## src/cdt_pkg.sv

```systemverilog
// ----------------------------------------------------------------------------
// cdt_pkg: shared definitions for the TSC charge deposition block
// Grid geometry, store layout, codes, handshake structs and address helpers.
// ----------------------------------------------------------------------------
package cdt_pkg;

    localparam int CELLS_X = 16;
    localparam int CELLS_Y = 16;
    localparam int CELLS_Z = 16;
    localparam int GHOST   = 1;
    localparam int PLANES  = 3;

    localparam int DIM_X = CELLS_X + 2 * GHOST;
    localparam int DIM_Y = CELLS_Y + 2 * GHOST;
    localparam int DIM_Z = CELLS_Z + 2 * GHOST;
    localparam int DIM_XY  = (DIM_X > DIM_Y) ? DIM_X : DIM_Y;
    localparam int DIM_MAX = (DIM_XY > DIM_Z) ? DIM_XY : DIM_Z;
    localparam int IDX_W   = $clog2(DIM_MAX);

    localparam int STORE_SIZE = PLANES * DIM_X * DIM_Y * DIM_Z;
    localparam int ADDR_W     = $clog2(STORE_SIZE);

    localparam int CFG_W     = 32;
    localparam int CFG_IDX_W = 3;

    localparam logic [CFG_IDX_W-1:0] CFG_ORIGIN_X = 3'd0;
    localparam logic [CFG_IDX_W-1:0] CFG_ORIGIN_Y = 3'd1;
    localparam logic [CFG_IDX_W-1:0] CFG_ORIGIN_Z = 3'd2;
    localparam logic [CFG_IDX_W-1:0] CFG_INV_X    = 3'd3;
    localparam logic [CFG_IDX_W-1:0] CFG_INV_Y    = 3'd4;
    localparam logic [CFG_IDX_W-1:0] CFG_INV_Z    = 3'd5;
    localparam logic [CFG_IDX_W-1:0] CFG_SCALE    = 3'd6;
    localparam logic [CFG_IDX_W-1:0] CFG_REDUCED  = 3'd7;

    localparam logic [1:0] FUNC_CLEAR   = 2'd0;
    localparam logic [1:0] FUNC_DEPOSIT = 2'd1;
    localparam logic [1:0] FUNC_READ    = 2'd2;

    localparam logic [1:0] PLANE_ELEC = 2'd0;
    localparam logic [1:0] PLANE_ION  = 2'd1;
    localparam logic [1:0] PLANE_NEUT = 2'd2;

    localparam logic [1:0] AXIS_X = 2'd0;
    localparam logic [1:0] AXIS_Y = 2'd1;
    localparam logic [1:0] AXIS_Z = 2'd2;

    typedef logic [16:0]        wgt_t;
    typedef logic signed [25:0] cell_t;

    typedef struct packed {
        logic               valid;
        logic [1:0]         tag;
        logic               red;
        logic signed [32:0] diff;
        logic [23:0]        inv;
    } axis_req_t;

    typedef struct packed {
        logic       valid;
        logic [1:0] tag;
        cell_t      cpos;
        wgt_t       wm;
        wgt_t       w0;
        wgt_t       wp;
    } axis_res_t;

    function automatic logic [ADDR_W-1:0] cell_addr(input logic [1:0] p,
                                                    input logic [IDX_W-1:0] z,
                                                    input logic [IDX_W-1:0] y,
                                                    input logic [IDX_W-1:0] x);
        return ADDR_W'(((int'(p) * DIM_Z + int'(z)) * DIM_Y + int'(y)) * DIM_X + int'(x));
    endfunction

    function automatic wgt_t wsel(input logic [1:0] k, input wgt_t a, input wgt_t b,
                                  input wgt_t c);
        wgt_t r;
        case (k)
            2'd0:    r = a;
            2'd1:    r = b;
            default: r = c;
        endcase
        return r;
    endfunction

endpackage

```

## src/cdt_axis.sv

```systemverilog
// ----------------------------------------------------------------------------
// cdt_axis: per-axis cell and quadratic weight unit
// Three-stage pipeline: scaled offset, nearest cell, TSC weights.
// ----------------------------------------------------------------------------
module cdt_axis (
    input  logic                 clk,
    input  logic                 rst_n,
    input  cdt_pkg::axis_req_t   req,
    output cdt_pkg::axis_res_t   res
);
    import cdt_pkg::*;

    logic               s1_v_reg;
    logic [1:0]         s1_tag_reg;
    logic               s1_red_reg;
    logic signed [45:0] s1_pl_reg;
    logic signed [45:0] s1_ph_reg;
    logic               s2_v_reg;
    logic [1:0]         s2_tag_reg;
    logic               s2_red_reg;
    cell_t              s2_j_reg;
    logic [15:0]        s2_r_reg;
    logic               res_v_reg;
    logic [1:0]         res_tag_reg;
    cell_t              res_cpos_reg;
    wgt_t               res_wm_reg;
    wgt_t               res_w0_reg;
    wgt_t               res_wp_reg;

    logic signed [45:0] pl;
    logic signed [45:0] ph;
    logic signed [57:0] prod;
    logic signed [42:0] usum;
    logic [16:0]        a;
    logic [33:0]        aa;
    logic [31:0]        bb;
    logic signed [17:0] h;
    logic signed [35:0] hh;

    assign pl   = req.diff * $signed({1'b0, req.inv[11:0]});
    assign ph   = req.diff * $signed({1'b0, req.inv[23:12]});
    assign prod = (s1_ph_reg <<< 12) + s1_pl_reg;
    assign usum = $signed(prod[57:16]) + 43'sd32768;
    assign a    = 17'd65536 - {1'b0, s2_r_reg};
    assign aa   = a * a;
    assign bb   = s2_r_reg * s2_r_reg;
    assign h    = $signed(18'd32768 - {2'b0, s2_r_reg});
    assign hh   = h * h;

    always_ff @(posedge clk or negedge rst_n)
    begin
        if (!rst_n)
        begin
            s1_v_reg  <= 1'b0;
            s2_v_reg  <= 1'b0;
            res_v_reg <= 1'b0;
        end
        else
        begin
            s1_v_reg  <= req.valid;
            s2_v_reg  <= s1_v_reg;
            res_v_reg <= s2_v_reg;
        end
    end

    always_ff @(posedge clk)
    begin
        s1_tag_reg  <= req.tag;
        s1_red_reg  <= req.red;
        s1_pl_reg   <= pl;
        s1_ph_reg   <= ph;
        s2_tag_reg  <= s1_tag_reg;
        s2_red_reg  <= s1_red_reg;
        s2_j_reg    <= usum[41:16];
        s2_r_reg    <= usum[15:0];
        res_tag_reg <= s2_tag_reg;
        if (s2_red_reg)
        begin
            res_cpos_reg <= '0;
            res_wm_reg   <= '0;
            res_w0_reg   <= 17'd65536;
            res_wp_reg   <= '0;
        end
        else
        begin
            res_cpos_reg <= s2_j_reg;
            res_wm_reg   <= aa[33:17];
            res_w0_reg   <= 17'd49152 - {1'b0, hh[31:16]};
            res_wp_reg   <= {2'b0, bb[31:17]};
        end
    end

    assign res = {res_v_reg, res_tag_reg, res_cpos_reg, res_wm_reg, res_w0_reg, res_wp_reg};

endmodule

```

## config.mk

```make
export PLATFORM = sky130hd
export DESIGN_NAME = cdt_axis
export DESIGN_NICKNAME = d
export VERILOG_FILES = /design/src/cdt_pkg.sv /design/src/cdt_axis.sv
export SDC_FILE = /design/constraint.sdc
export NUM_CORES = 2
export LEC_CHECK = 0
export ABC_AREA = 1
export BUFFER_PORTS_ARGS = -buffer_cell sky130_fd_sc_hd__buf_2
export CORE_UTILIZATION = 50
export DETAILED_ROUTE_END_ITERATION = 6
export PLACE_DENSITY_LB_ADDON = 0.05
export RECOVER_POWER = 50
export SLEW_MARGIN = 20
export SYNTH_ARGS = -nofsm -noshare
export SYNTH_HDL_FRONTEND = slang
export SYNTH_SLANG_ARGS = --single-unit
```

## constraint.sdc

```tcl
create_clock -name clk -period 15.3 [get_ports clk]
set_input_delay 2.295 -clock clk [delete_from_list [all_inputs] [get_ports clk]]
set_output_delay 2.295 -clock clk [all_outputs]
set_load 0.03 [all_outputs]
```

==> impl_metrics.ini <==
[routing]
detail_route.first_pass.iterations = 7
antenna_left = 0
detail_route.drc_violations = 0
num_vias = 47000
avgRoutedWirePerCell_microns = 17.7
totalWireLength_mm = 166
first_iter_violations = 2313
viasPerCell = 5.00

[floorplan]
core.rowCount = 126
die-area_sq_um = 121000
die_w_microns = 348
coreArea_sq_um = 118000
initial_core_util = 0.506
die_y_microns = 348
io_pins = 143

[setup_path]
arrival_ps = 9510
r2r-start = s2_r_reg[0]$_DFF_P_
cp_max_fo = 24
reg2regPathDepth = 36
rrSetupSlack_ps = 6160
worstReg2RegEnd = res_w0_reg[14]$_SDFF_PP0_
cpMaxStageDelayCell = fa_1
worstSetupEndpoint = res_w0_reg[14]$_SDFF_PP0_
crit_start = s2_r_reg[0]$_DFF_P_
crit_required_ps = 15680
critPathLaunchType = flip-flop
critPathCaptureType = flip-flop
worstSetupPathType = reg -> reg
worst_path_largest_cell_delay_ps = 860

[global_routing]
grt_start_max_net_pins = 39
grt_pass1_wl_mm = 269
first_global_vias = 50800
track_usage = 0.283
grt-ovfl-total = 0
antenna_found_initial = 1

[clocking]
cts_hold_buf = 0
cts_buffers = 26
clk_path_buf_depth = 3
worstSkewPairLatency_ps = 600
cts_setup_buffers = 0
cts_tree = done
clk_pin_slew_ps = 70
cts_root_buf = clkbuf_16
cts_resized = 0
cts.sinks = 208
htree_num_levels = 1

[synth]
synth.distinct_cells = 64
netlist_area_sq_um = 59900
syn_avg_cell_area_sq_um = 7.71
synthTopCellsByArea = fa_1 (42%), inv_1 (15%), nand2_1 (10%)
synth.top_cell.area_share = 0.416
ys_seq_area_frac = 0.0698
netlist_instances = 7767
synth_warnings = 0
synth-edff-count = 0
ys_ff_latch = 208
yosysTopAreaCell = fa_1
async_flop_share = 0.0144
synth_flop_cell = dfxtp_1

[sta]
worstMarginPinSlew_ps = 2370
finalSetupTns_ps = 0
finalCriticalPeriod_ps = 9140
rsz0062_at_grt = no
fin_skew_ps = 19.1
setup_viol_count_final = 0
maxSlewViolCount = 62
max_freq_mhz = 109
hold_viol = 0
relSlewSlack = -0.582
period_share = 0.597

[min_path]
min_path_cells = 0
hold_path_class = reg -> reg

[final_layout]
largest_register_ff_count = 46
mostFrequentLayoutCells = inv_1 (2337), nand2_1 (1680), fa_1 (1245)
final_common_cell = inv_1
diodes = 0
final_nets = 9569
drive_above_1_share = 0.0361
syn_to_final_growth_pct = 4.93

[flow_run]
cap_violations = 2

[placement]
hpwl_mm = 140
io_buffers = 140
gp_congestion = 0.934

[status]
status = finished with violations
violations = max-capacitance violations, max-slew violations
## routing by layer
layer / global-route usage / vias up / wire, microns
met4: 0.107 / 0 / 6700
met1: 0.344 / 23300 / 67700
met2: 0.522 / 1048 / 85800
li1: - / 22300 / -
met5: 0 / - / 0
met3: 0.0187 / 298 / 6080
## cells in the mapped netlist (9+ instances only)
master,count
nor2_4,9
o21bai_1,16
a21o_1,16
clkbuf_1,186
dfxtp_1,205
nand2_2,36
a31oi_1,40
buf_2,18
nand3_1,132
nand2_1,1672
ha_1,494
xnor2_1,55
nor3_1,39
o21a_1,23
nand4_1,44
fa_1,1245
nor2_1,475
buf_1,11
inv_2,15
nor2_2,39
xor2_1,96
o21ai_1,23
a21oi_1,296
inv_1,2337
o21ai_0,137
## final cells by class
type / instances / area, sq um
clock buffer: 32 / 693
clock inverter: 16 / 226
fill: 11700 / 55600
inverter: 2360 / 8860
multi-input combinational: 4988 / 45900
sequential: 208 / 4180
tap: 1600 / 2000
timing repair buffer: 183 / 943
## worst max-delay path: cells and delay by family, from the launching register on
kind,cells,cell delay (ps)
AO/OA/AOI/OAI,1,50
adder cells (fa/ha/maj),8,4200
buffers and inverters,9,1930
flip-flops,1,300
AND/OR/NAND/NOR,18,2410
## per-stage QoR
stage	utilization	hold WS, ps	setup WS, ps	instance area [sq um]	std cells
finish	0.531	327	6160	62800	9387
global route	0.531	334	5490	62800	9387
CTS	0.532	326	6120	63000	9387
detailed placement	0.524	312	6130	62100	9339
global placement	0.524	310	6400	62100	9339
floorplan	-	310	7700	59900	7778
## cells by family after synthesis
family                     Yosys count  share of synthesized area
buffers and inverters             2582                      0.163
and+or+nand+nor                   2487                      0.169
adders and majority gates         1739                      0.519
AOI/OAI and AO/OA                  594                     0.0555
DFF                                208                     0.0698
xor gates and xnor gates           155                     0.0233
other                                2                   0.000125
## how the worst min path moves through the flow
stage	slack, ps	start	endpoint
after CTS	330	s1_red_reg$_DFF_P_	s2_red_reg$_DFF_P_
after global routing	330	s2_tag_reg[1]$_DFF_P_	res_tag_reg[1]$_DFF_P_
after global placement	310	s1_tag_reg[1]$_DFF_P_	s2_tag_reg[1]$_DFF_P_
final	330	s1_red_reg$_DFF_P_	s2_red_reg$_DFF_P_
after floorplan	310	s2_tag_reg[0]$_DFF_P_	res_tag_reg[0]$_DFF_P_
after detailed placement	310	s1_red_reg$_DFF_P_	s2_red_reg$_DFF_P_
Power is not shown: default switching activity piles up to over one toggle a cycle in this logic, so the estimate is an artifact.
